### src/design/ppt_pkg.sv
`timescale 1ns / 1ps
// Shared types and constants for the permutation prefix trie.
// Used by every module of the block; depends on nothing.
package ppt_pkg;

  localparam int NODE_COUNT_DEF = 4096;
  localparam int MAX_LEN_DEF    = 10;

  localparam int KEY_W       = 4;
  localparam int ELEM_W      = 4;
  localparam int FIELD_ELEMS = 10;
  localparam int PERM_W      = 40;
  localparam int OP_W        = 2;
  localparam int DEPTH_W     = 4;
  localparam int OUT_TDATA_W = 8;
  localparam int QUEUE_DEPTH = 2;

  localparam logic [KEY_W-1:0] KEY_LENGTH_RESET = 4'd10;

  typedef enum logic [OP_W-1:0] {
    OP_CLEAR  = 2'd0,
    OP_INSERT = 2'd1,
    OP_QUERY  = 2'd2,
    OP_NONE   = 2'd3
  } op_t;

  typedef enum logic [1:0] {
    BK_IDLE,
    BK_LOOK,
    BK_NEW,
    BK_DONE
  } back_state_t;

  typedef struct packed {
    logic               status;
    logic [DEPTH_W-1:0] match_depth;
  } result_t;

endpackage

### src/design/ppt_queue.sv
`timescale 1ns / 1ps
// Short FIFO between the front and back parts of the prefix trie.
// Depends on ppt_pkg for its depth.
module ppt_queue #(
  parameter int W = 8
) (
  input  logic         clk,
  input  logic         rst_n,
  input  logic         push_valid,
  output logic         push_ready,
  input  logic [W-1:0] push_data,
  output logic         pop_valid,
  input  logic         pop_ready,
  output logic [W-1:0] pop_data
);

  localparam int QD = ppt_pkg::QUEUE_DEPTH;
  localparam int PW = $clog2(QD);
  localparam int CW = $clog2(QD + 1);

  logic [W-1:0]  slot_r [QD];
  logic [PW-1:0] wr_ptr_r, wr_ptr_nxt;
  logic [PW-1:0] rd_ptr_r, rd_ptr_nxt;
  logic [CW-1:0] count_r, count_nxt;
  logic          do_push;
  logic          do_pop;

  assign push_ready = (count_r != CW'(QD));
  assign pop_valid  = (count_r != '0);
  assign pop_data   = slot_r[rd_ptr_r];
  assign do_push    = push_valid && push_ready;
  assign do_pop     = pop_valid && pop_ready;

  always_comb begin
    wr_ptr_nxt = wr_ptr_r;
    rd_ptr_nxt = rd_ptr_r;
    count_nxt  = count_r;
    if (do_push) begin
      wr_ptr_nxt = (wr_ptr_r == PW'(QD - 1)) ? '0 : wr_ptr_r + PW'(1);
    end
    if (do_pop) begin
      rd_ptr_nxt = (rd_ptr_r == PW'(QD - 1)) ? '0 : rd_ptr_r + PW'(1);
    end
    if (do_push && !do_pop) begin
      count_nxt = count_r + CW'(1);
    end else if (do_pop && !do_push) begin
      count_nxt = count_r - CW'(1);
    end
  end

  always_ff @(posedge clk) begin
    if (!rst_n) begin
      wr_ptr_r <= '0;
      rd_ptr_r <= '0;
      count_r  <= '0;
    end else begin
      wr_ptr_r <= wr_ptr_nxt;
      rd_ptr_r <= rd_ptr_nxt;
      count_r  <= count_nxt;
    end
  end

  always_ff @(posedge clk) begin
    if (do_push) begin
      slot_r[wr_ptr_r] <= push_data;
    end
  end

endmodule

### config.mk
export PLATFORM = sky130hd
export DESIGN_NAME = ppt_queue
export DESIGN_NICKNAME = d
export VERILOG_FILES = /design/src/design/ppt_pkg.sv /design/src/design/ppt_queue.sv
export SDC_FILE = /design/constraint.sdc
export NUM_CORES = 1
export LEC_CHECK = 0
export ABC_AREA = 1
export BUFFER_PORTS_ARGS = -buffer_cell sky130_fd_sc_hd__buf_2
export CAP_MARGIN = 20
export CORE_AREA = 10 10 51 53
export DETAILED_ROUTE_END_ITERATION = 6
export DIE_AREA = 0 0 61 63
export PLACE_DENSITY = 0.78
export SYNTH_ARGS = -nofsm -noshare
export SYNTH_HDL_FRONTEND = slang
export SYNTH_SLANG_ARGS = --single-unit
### constraint.sdc
create_clock -name clk -period 1.9 [get_ports clk]
set_input_delay 0.095 -clock clk [delete_from_list [all_inputs] [get_ports clk]]
set_output_delay 0.095 -clock clk [all_outputs]
set_load 0.01 [all_outputs]
==> flow_metrics.tcl <==
set metrics [dict create \
    vias 546 \
    synthDistinctLibCells 18 \
    cts.repair.resized 0 \
    place_ws_ps 556 \
    synth_top_area_share_pct 57.5 \
    grt_pass1_vias 555 \
    grt_max_degree 12 \
    tightest_slew_ps 360 \
    clockBufferDepth 2 \
    status "finished clean" \
    cts.sink_count 21 \
    wl_um 1540 \
    fillCellCount 126 \
    path_clk_slew_ps 110 \
    crit_fanout 8 \
    ys_warn_count 0 \
    setup-tns-final_ps 0 \
    diodes 0 \
    synth_area_um2 836 \
    syn-num-nets 75 \
    hold_ws_ps 47.9 \
    syn_avg_cell_area_um2 13.5 \
    crit_arrival_ps 1370 \
    via_per_inst 4.83 \
    power_density_nw_per_um2 1180 \
    setup_violations 0 \
    endpoint_kind "primary output" \
    regArea_um2 581 \
    antenna_found_initial 0 \
    ant_nets 0 \
    port_buffers 21 \
    ys_seq_area_share_pct 69.5 \
    synth_cells 62 \
    path_class "flip-flop to primary output" \
    synthTopCellsByArea "edfxtp_1 57%, dfxtp_1 12%, mux2_2 11%" \
    clock_latency_ps 300 \
    leakagePower_uw 0.000454 \
    drc 0 \
    cap_violations 0 \
    hold_class "primary input to flip-flop" \
    setup_ws_ps 432 \
    area_growth_pct 29.0 \
    core_area_um2 1650 \
    drive_above_1_share_pct 41.7 \
    htree_num_levels 1 \
    place_congestion 0.700 \
    cts_root_buffer "clkbuf_4" \
    fin_crit_ps 1470 \
    dieArea_um2 3840 \
    tritoncts "yes" \
    grt_pass1_wl_um 2380 \
    hpwl_um 1130 \
    start_kind "flip-flop" \
    post_cts_buffers 0 \
    io_pins 22 \
    max_slew_margin_pct 75.9 \
    cp.required_ps 1800 \
    wl_per_cell_um 13.7 \
    clock.fmax_ghz 0.681 \
    die_w_um 61 \
    fin_nets 110 \
    grt_overflow 0 \
    post-route-period-util_pct 77.3 \
    multi_input_comb_area_um2 219 \
    rows 15 \
    detail_route.first_pass.iterations 4 \
    die-height_um 63 \
    yosys.area.top_type "edfxtp_1" \
    cts_buffers 3 \
    fin_worst_skew_ps 4.01 \
    grt_util_all_layers_pct 8.23 \
    drt_iter0_drc 18 \
    dp_cells 101 \
    ys_seq_elements 21 \
    drv_slew 0 \
    fin_cells 113 \
    start_util_pct 50.6 \
    hold_violations 0 \
    peakVddDrop_mv 0.793 \
    rsz0062_at_grt "no" \
]
-- layout make-up --
class,count,area share (%)
multi-input cells,32,20.3
repair buffers,31,18.6
well taps,17,1.97
inverters,8,2.90
clock buffers,4,2.44
flip-flops and latches,21,53.8
-- cell usage after synthesis, drive strengths merged --
cell / n
a21oi: 1
buf: 1
clkinv: 1
dfxtp: 5
edfxtp: 16
ha: 1
inv: 7
mux2: 8
nand2: 9
nand3: 1
nand4: 1
nor2: 8
o21a: 1
o21ai: 2
-- kinds of logic (layout without fill, tap and decap cells) --
family                     count (synthesis)  count (layout)  synth area share (%)
adders and majority gates                  1               1                  1.50
buffers and inverters                      9              43                  4.34
and+or+nand+nor                           19              19                  11.1
DFF                                       21              21                  69.5
AOI/OAI and AO/OA                          4               4                  2.84
muxes                                      8               8                  10.8
-- where the power goes --
part           switching (uW)  internal (uW)
registers                60.2            586
logic                     223            198
clock network             123           81.8
total                     407            865
-- flip-flops by register name, summed over array words and instances, names as in the netlist, named ones only --
register,cells
slot_r,16
rd_ptr_r,1
wr_ptr_r,1
count_r,2
-- what timing repair did --
item                                   in CTS  in global routing
endpoints found under the hold margin      16                  0
hold buffers                                8                  0
setup endpoints to repair                   0                  0
-- routing by layer --
layer | share of wire, % | wire [um] | track usage (%) | up-vias
li1 | - | - | - | 281
met1 | 42 | 653 | 8.25 | 244
met2 | 47 | 731 | 13.5 | 17
met3 | 8.0 | 123 | 3.86 | 4
met4 | 2.3 | 36 | 4.12 | 0
met5 | 0 | 0 | 0 | -
-- cells in the final DEF, fill, tap and decap left out --
master / n
o21a_2: 1
buf_2: 21
nand2_4: 2
nand2_1: 6
clkbuf_4: 3
nand4_1: 1
inv_1: 6
a21oi_1: 1
edfxtp_1: 16
ha_1: 1
clkinv_2: 1
nor2_1: 8
clkbuf_1: 1
buf_4: 2
dfxtp_1: 5
o21ai_1: 1
nand2_2: 1
nand3_1: 1
mux2_2: 8
dlygate4sd3_1: 8
inv_2: 1
o21ai_0: 1
-- worst paths after layout --
| path | startpoint | to | slack (ps) | depth (start not counted) |
|---|---|---|---|---|
| max | flip-flop | pop_data[2] | 430 | 2 |
| min | rst_n | count_r[1] | 50 | 3 |
| max reg2reg | count_r[1] | count_r[1] | 540 | 8 |
| min reg2reg | count_r[0] | count_r[0] | 520 | 1 |
-- per-stage QoR --
stage / instance area [um2] / util [%] / power [uW]
6_report: 1080 / 65.3 / 1270
5_1_grt: 1080 / 65.3 / 1360
4_1_cts: 1080 / 65.3 / 1290
3_5_place_dp: 972 / 58.9 / 1070
3_3_place_gp: 972 / 58.9 / 1050
2_1_floorplan: 836 / - / 926
-- worst max-delay path, stage by stage (launching register included) --
cell and delay (ps):
dfxtp_1 550, mux2_2 380, buf_2 140
Power figures use the tool's default switching activity.
