**src/design/ppt_pkg.sv**
```systemverilog
`timescale 1ns / 1ps
// Shared types and constants for the permutation prefix trie.
// Used by every module of the block; depends on nothing.
package ppt_pkg;

  localparam int NODE_COUNT_DEF = 4096;
  localparam int MAX_LEN_DEF    = 10;

  localparam int KEY_W       = 4;
  localparam int ELEM_W      = 4;
  localparam int FIELD_ELEMS = 10;
  localparam int PERM_W      = 40;
  localparam int OP_W        = 2;
  localparam int DEPTH_W     = 4;
  localparam int OUT_TDATA_W = 8;
  localparam int QUEUE_DEPTH = 2;

  localparam logic [KEY_W-1:0] KEY_LENGTH_RESET = 4'd10;

  typedef enum logic [OP_W-1:0] {
    OP_CLEAR  = 2'd0,
    OP_INSERT = 2'd1,
    OP_QUERY  = 2'd2,
    OP_NONE   = 2'd3
  } op_t;

  typedef enum logic [1:0] {
    BK_IDLE,
    BK_LOOK,
    BK_NEW,
    BK_DONE
  } back_state_t;

  typedef struct packed {
    logic               status;
    logic [DEPTH_W-1:0] match_depth;
  } result_t;

endpackage

```
**src/design/ppt_front.sv**
```systemverilog
`timescale 1ns / 1ps
// Front part: holds key_length, classifies each transaction and forms its digit key.
// Depends on ppt_pkg.
module ppt_front #(
  parameter int MAX_LEN = ppt_pkg::MAX_LEN_DEF
) (
  input  logic                              clk,
  input  logic                              rst_n,
  input  logic                              cfg_valid,
  output logic                              cfg_ready,
  input  logic [ppt_pkg::KEY_W-1:0]         cfg_data,
  input  logic                              in_tvalid,
  output logic                              in_tready,
  input  logic [ppt_pkg::OP_W-1:0]          in_tuser,
  input  logic [ppt_pkg::PERM_W-1:0]        in_tdata,
  output logic                              push_valid,
  input  logic                              push_ready,
  output ppt_pkg::op_t                      entry_op,
  output logic [$clog2(MAX_LEN+1)-1:0]      entry_len,
  output logic [MAX_LEN-1:0][$clog2(MAX_LEN)-1:0] entry_digits
);

  localparam int DW = $clog2(MAX_LEN);
  localparam int LW = $clog2(MAX_LEN + 1);
  localparam int EW = ppt_pkg::ELEM_W;

  logic [ppt_pkg::KEY_W-1:0] key_length_r;
  logic [ppt_pkg::KEY_W-1:0] key_length_nxt;
  logic [MAX_LEN-1:0][EW-1:0] elem;
  logic [MAX_LEN-1:0][DW-1:0] inv;
  logic [MAX_LEN-1:0][DW-1:0] qdig;
  logic [LW-1:0]              act_len;
  logic [LW-1:0]              qlen;

  assign cfg_ready  = 1'b1;
  assign in_tready  = push_ready;
  assign push_valid = in_tvalid;

  always_comb begin
    key_length_nxt = key_length_r;
    if (cfg_valid) begin
      key_length_nxt = cfg_data;
    end
  end

  always_ff @(posedge clk) begin
    if (!rst_n) begin
      key_length_r <= ppt_pkg::KEY_LENGTH_RESET;
    end else begin
      key_length_r <= key_length_nxt;
    end
  end

  // Elements past the 40-bit field read as zero
  for (genvar g = 0; g < MAX_LEN; g++) begin : g_elem
    if (g < ppt_pkg::FIELD_ELEMS) begin : g_in
      assign elem[g] = in_tdata[EW*g +: EW];
    end else begin : g_zero
      assign elem[g] = '0;
    end
    assign qdig[g] = DW'(elem[g]);
  end

  always_comb begin
    if (int'(key_length_r) > MAX_LEN) begin
      act_len = LW'(MAX_LEN);
    end else begin
      act_len = LW'(key_length_r);
    end
  end

  // Inverse: slot elem[j] gets j, later j wins, out-of-range values dropped
  always_comb begin
    for (int s = 0; s < MAX_LEN; s++) begin
      inv[s] = '0;
      for (int j = 0; j < MAX_LEN; j++) begin
        if ((j < int'(act_len)) && (int'(elem[j]) == s)) begin
          inv[s] = DW'(j);
        end
      end
    end
  end

  // Query walk ends at the first digit that has no child slot
  always_comb begin
    qlen = act_len;
    for (int j = MAX_LEN - 1; j >= 0; j--) begin
      if ((j < int'(act_len)) && (int'(elem[j]) >= MAX_LEN)) begin
        qlen = LW'(j);
      end
    end
  end

  always_comb begin
    entry_len    = act_len;
    entry_digits = inv;
    case (in_tuser)
      ppt_pkg::OP_CLEAR: begin
        entry_op = ppt_pkg::OP_CLEAR;
      end
      ppt_pkg::OP_INSERT: begin
        entry_op = ppt_pkg::OP_INSERT;
      end
      ppt_pkg::OP_QUERY: begin
        entry_op     = ppt_pkg::OP_QUERY;
        entry_len    = qlen;
        entry_digits = qdig;
      end
      default: begin
        entry_op = ppt_pkg::OP_NONE;
      end
    endcase
  end

endmodule

```
**config.mk**
```make
export PLATFORM = sky130hd
export DESIGN_NAME = ppt_front
export DESIGN_NICKNAME = d
export VERILOG_FILES = /design/src/design/ppt_pkg.sv /design/src/design/ppt_front.sv
export SDC_FILE = /design/constraint.sdc
export NUM_CORES = 1
export LEC_CHECK = 0
export BUFFER_PORTS_ARGS = -buffer_cell sky130_fd_sc_hd__buf_2
export CAP_MARGIN = 40
export CORE_MARGIN = 1.5
export CORE_UTILIZATION = 46
export CTS_CLUSTER_DIAMETER = 30
export DETAILED_ROUTE_END_ITERATION = 6
export GPL_ROUTABILITY_DRIVEN = 0
export PLACE_DENSITY = 0.79
export REMOVE_ABC_BUFFERS = 1
export SLEW_MARGIN = 20
export SYNTH_ARGS = -nofsm -noshare
export SYNTH_HDL_FRONTEND = slang
export SYNTH_SLANG_ARGS = --single-unit
```
**constraint.sdc**
```tcl
create_clock -name clk -period 2.45 [get_ports clk]
set_input_delay 0.6125 -clock clk [delete_from_list [all_inputs] [get_ports clk]]
set_output_delay 0.6125 -clock clk [all_outputs]
set_load 0.03 [all_outputs]
```
==> flow_results.org, run 1 <==
** Run status
- Result of the run :: aborted with a tool error
- Stop stage :: global routing (5_1_grt)
- The tool reported: "[ERROR DPL-0038] Utilization greater than 100%, impossible to legalize".

** Logic synthesis
- Synthesized netlist cell count :: between 400 and 500
- In this run the mean area of a mapped cell was ~6 um2.
- Counting flops with a built-in enable in the synthesized netlist gives 0.
- For this run, asynchronously set or reset flops after synthesis account for 0%.
- In this run, distinct cell masters in the synthesized netlist total 68.
- Count of warnings emitted by yosys :: 0
- The share of the Yosys chip area taken by registers is under 10%.
- Netlist Area Pre-Place :: around 2500 um2
- Synthesis inferred 4 register bits.
- Ys flop type :: dfxtp_1

** Die
- For this configuration, the core starts out at a cell density of 48.48%.
- Number of placement rows :: 26
- In this run the horizontal extent of the chip is around 77 um.
- Boundary pin count :: 100
- The die is between 70 and 80 um tall.

** Clock network
- Hold repair after CTS inserted 0 buffers.
- Total clock sinks :: 4
- CTS Buffer Depth :: 2
- Buffers inserted during clock tree synthesis total 3.
- CTS built an H-tree with a depth of 1.
- CTS placed an instance of clkbuf_8 at the clock tree root.

** Placement
- Worst setup timing slack at the placement stage :: -0.2300 ns
- Number of input and output port buffers inserted :: 94
- Area post-placement :: 3730 um2
- Once detailed placement completed, the half-perimeter wirelength came to about 9500 um.

** Global routing
- Entering global routing, the biggest net connects 21 pins.

** Timing
- The global-route repair_timing pass left the worst setup endpoint at entry_digits[28].
- After the last repair the worst path ends at a top-level output.
-- cells by family after synthesis --
kind of cell | after synthesis | synth area share, %
DFF | 4 | 3.194
other | 1 | 0.1496
AOI/OAI and AO/OA | 164 | 45.16
buffers and inverters | 44 | 7.984
and+or+nand+nor | 199 | 41.92
muxes | 4 | 1.597
-- Yosys cell counts, drive strengths merged (5+ instances only) --
cell | number | area, um2
o31ai | 8 | 65.06
nor4b | 9 | 78.83
nor2 | 43 | 161.4
o21a | 8 | 60.06
o21ai | 42 | 221.5
clkbuf | 25 | 93.84
nand2b | 20 | 125.1
buf | 12 | 80.08
a21oi | 23 | 118.9
nand3 | 15 | 75.07
o22ai | 12 | 75.07
a211oi | 5 | 47.54
nand4 | 6 | 37.54
nor4 | 10 | 62.56
a31oi | 12 | 75.07
nor2b | 16 | 100.1
inv | 7 | 26.28
nand2 | 46 | 172.7
o221ai | 5 | 43.79
nor3 | 8 | 40.04
-- stage by stage --
step	setup TNS (ns)	std cells
global placement	-3.847	651
detailed placement	-5.938	651
floorplan	-24.72	379
CTS	-2.291	670
-- timing repair --
item | in CTS
pin swaps | 53
resized for setup | 194
cloned | 1
endpoints found under the setup margin | 44
setup buffers | 15
==> inputs of run 2 (changes only) <==
Settings changed: CORE_UTILIZATION 46 to 31, CTS_CLUSTER_DIAMETER 30 to default, PLACE_DENSITY 0.79 to default, PLACE_DENSITY_LB_ADDON from default to 0.15.
==> flow_results.org, run 2 <==
** Logic synthesis
- The sequential fraction of the synthesis area came to 3.194% (unchanged).
- The gate count after technology mapping is 416 (unchanged).
- The number of distinct library cell variants in the gate-level netlist after synthesis is 68 (unchanged).
- Among all flip-flop cells after synthesis, the most frequent one is dfxtp_1.
- The area of the mapped netlist came to 2507 um2 (unchanged).
- Top cells by area in the synthesized netlist :: o21ai_0 (7.6%), nand2_1 (6.9%), nor2_1 (6.4%), nand2b_1 (5.0%), a21oi_1 (4.4%)
- Count of warnings emitted by yosys :: 0 (unchanged)
- Syn avg cell area :: 6.027 um2 (unchanged)
- Share of synthesized flip-flops with an asynchronous set or reset :: 0% (unchanged)
- The post-synthesis sequential element count is 4 (unchanged).
- Share of the synthesized area in the top cell type :: 7.585% (unchanged)
- Most used standard cells in the synthesized netlist :: nand2_1 (46), nor2_1 (43), o21ai_0 (38), clkbuf_1 (25), a21oi_1 (22)
- Count leader, synth :: nand2_1
- The count of flip-flops with a built-in enable after synthesis came to 0 (unchanged).
- Cell type with the highest aggregate area in the netlist :: o21ai_0

** Drt
- Routed vias :: roughly 4.7k
- Post-route DRC :: 0
- Via/cell ratio :: 6.360
- Iter 0 DRT Violations :: between 500 and 600
- After detailed routing, the average wire length per cell comes to between 20 and 25 um.
- First drt pass iteration count :: 6
- The detail route stage leaves a number of antenna-violating nets equal to 0.
- The final layout contains routed wiring with a total length of 15590 um.

** Critical path
- Highest net fanout along the worst path :: 7
- Kind of critical path :: register to output port
- For the worst setup path, the data required time is roughly 1.8 ns.
- Setup crit start kind :: register
- The worst setup path is captured at an output port.
- At the worst endpoint, the arrival time is between 2 and 2.5 ns.

** Layout
- Once layout is complete, the cells apart from fillers number between 700 and 800.
- Top library cells by usage in the layout, fill and taps aside :: buf_4 (138), buf_6 (57), buf_2 (45)
- In the final layout, the share of cells above drive strength 1 is between 60% and 70%.
- In the final design database the tool counted between 600 and 700 nets.
- In the final layout, the registers with the most flip-flops are key_length_r: 4 flops.
- Flip-flop count of the largest register, all copies and words added :: 4
- Area growth, synth to finish :: 125.7%
- Biggest register :: key_length_r
- Diode insertion count for antenna repair :: 0
- Most common library cell in the layout ignoring fill and taps :: buf_4

** Clock network
- Root cell of the clock tree :: clkbuf_8
- Number of buffers added by the clock tree synthesis step :: 3 (unchanged)
- Number of levels in the clock H-tree :: 1 (unchanged)
- CTS hold repair buffers :: 0 (unchanged)
- After clock tree synthesis, the clock-pin slew on the worst setup and hold paths is 0.03 ns.
- The clock reaches the later pin of the worst-skew pair after 0.21 ns.
- The number of sinks driven by the clock tree came to 4 (unchanged).
- CTS tree :: built
- CTS Buffer Depth :: 2 (unchanged)

** Global routing
- Global routing finished with a remaining overflow of 0.
- Vias in the first global route :: ~4.2k
- The initial antenna violation count is 0.
- Entering global routing, the biggest net connects 17 pins.
- Global routing used a little under a third of the available tracks.
- The first global-routing pass estimated between 20000 and 25000 um of wire.

** Timing
- On the final layout, the worst clock skew is 0 ns.
- Static timing analysis puts the maximum clock frequency at approximately 380 MHz.
- The max-slew violation count came to 0.
- RSZ-0062 raised after global routing :: yes
- Minimum setup slack in the final design :: -0.2130 ns
- The final critical path takes up 108.7% of the cycle.
- For the finished layout, the period the worst path requires is between 2 and 3 ns.
- The final hold violation count came to 0.
- Setup violations remaining at the end of the flow were counted as 40.

** Job
- Max-cap violation count :: 0

** Worst hold path
- The tightest min-delay check is of the primary input to register type.

** Pwr
- VDD sags by at most around 0.32 mV.
- Lkg Pwr :: around 2.4 nW
- Power density relative to cell area :: around 270 nW/um2

** Placement
- The HPWL after detailed placement was 10120 um (+6.3%).
- Number of input and output port buffers inserted :: 94 (unchanged)
- The total instance count after detailed placement came to 705 (+8.3%).
- The worst-case setup slack after placement came to -0.2348 ns (-0.004724 ns).

** Die
- The floorplan step defined a core boundary enclosing around 8000 um2.
- The die extent in y was 92.94 um (+21%).
- The number of top-level design ports came to 100 (unchanged).
- The floorplan die width was 92.94 um (+21%).
- Area of the die :: 8637 um2
- The starting density of the core is 32.28% (-16 points).
- The row count is 32 (+23%).

** Run status
- Result of the run :: finished, violations left
- The checks that failed: negative setup slack.
## run 2: cell counts after synthesis
Identical to the previous run, type by type.
## run 2: path summary, 6_finish.rpt
check,from,end,slack [ns],cells past startpoint
worst max register to register,key_length_r[3],key_length_r[3],1.38,5
worst min-delay path,rst_n,key_length_r[1],0.60,2
worst max-delay path,key_length_r[1],entry_digits[32],-0.21,6
worst min register to register,key_length_r[0],key_length_r[0],0.66,3
## run 2: cells by family (layout without fill, tap and decap cells)
| logic type | Yosys count | in the layout | share of synthesized area, % |
|---|---|---|---|
| simple gates | 199 | 199 | 41.92 |
| compound gates | 164 | 164 | 45.16 |
| buf+inv | 44 | 259 | 7.984 |
| mux | 4 | 4 | 1.597 |
| flops | 4 | 4 | 3.194 |
| other cells | 1 | 1 | 0.1496 |
## run 2: metrics by stage
step	hold WS [ns]	TNS, ns	utilization [%]	cell area, um2	total power (W)
after floorplan	0.6205	-24.72	-	2333	0.0005243
after global placement	0.6250	-5.088	50.82	3948	0.0009572
after detailed placement	0.6318	-5.373	50.82	3948	0.0009648
after CTS	0.5787	-2.010	62.18	4830	0.001290
after global routing	0.6222	-5.818	72.87	5660	0.001584
final	0.6028	-3.773	72.87	5660	0.001523
## run 2: worst max-delay path, stage by stage, from the launching register on
cell	delay, ns
dfxtp_4	0.37
buf_8	0.16
o21a_1	0.21
o2111ai_1	0.43
a21boi_1	0.19
o41ai_2	0.26
buf_4	0.22
## run 2: timing repair
| action | CTS | global route |
|---|---|---|
| pin swaps | 42 | 63 |
| hold endpoints to repair | 0 | 0 |
| endpoints found under the setup margin | 44 | 44 |
| setup buffers | 7 | 20 |
| gates resized for setup | 212 | 154 |
## run 2: per-layer routing
layer  vias up  share of wire [%]  track usage (%)
li1       2031                  -                -
met1      2228                 38            39.89
met2       341                 48            50.30
met3        62                9.0            2.545
met4         0                4.9            12.63
met5         -                  0                0
## run 2: cell type report
class / count / area (um2)
inverters: 7 / 28.78
fillers: 557 / 2107
clock buffers: 3 / 41.29
repair buffers: 249 / 2063
multi-input cells: 368 / 3304
flip-flops and latches: 4 / 95.09
well taps: 102 / 127.6
## run 2: where the power goes
group | switching (W) | leakage (nW) | internal (W)
clock | 0.0000285 | 0.0216 | 0.000104
sequential | 0.0000108 | 0.0346 | 0.0000686
combinational | 0.000728 | 2.35 | 0.000583
total | 0.000767 | 2.40 | 0.000756
(Power assumes the default switching activity.)
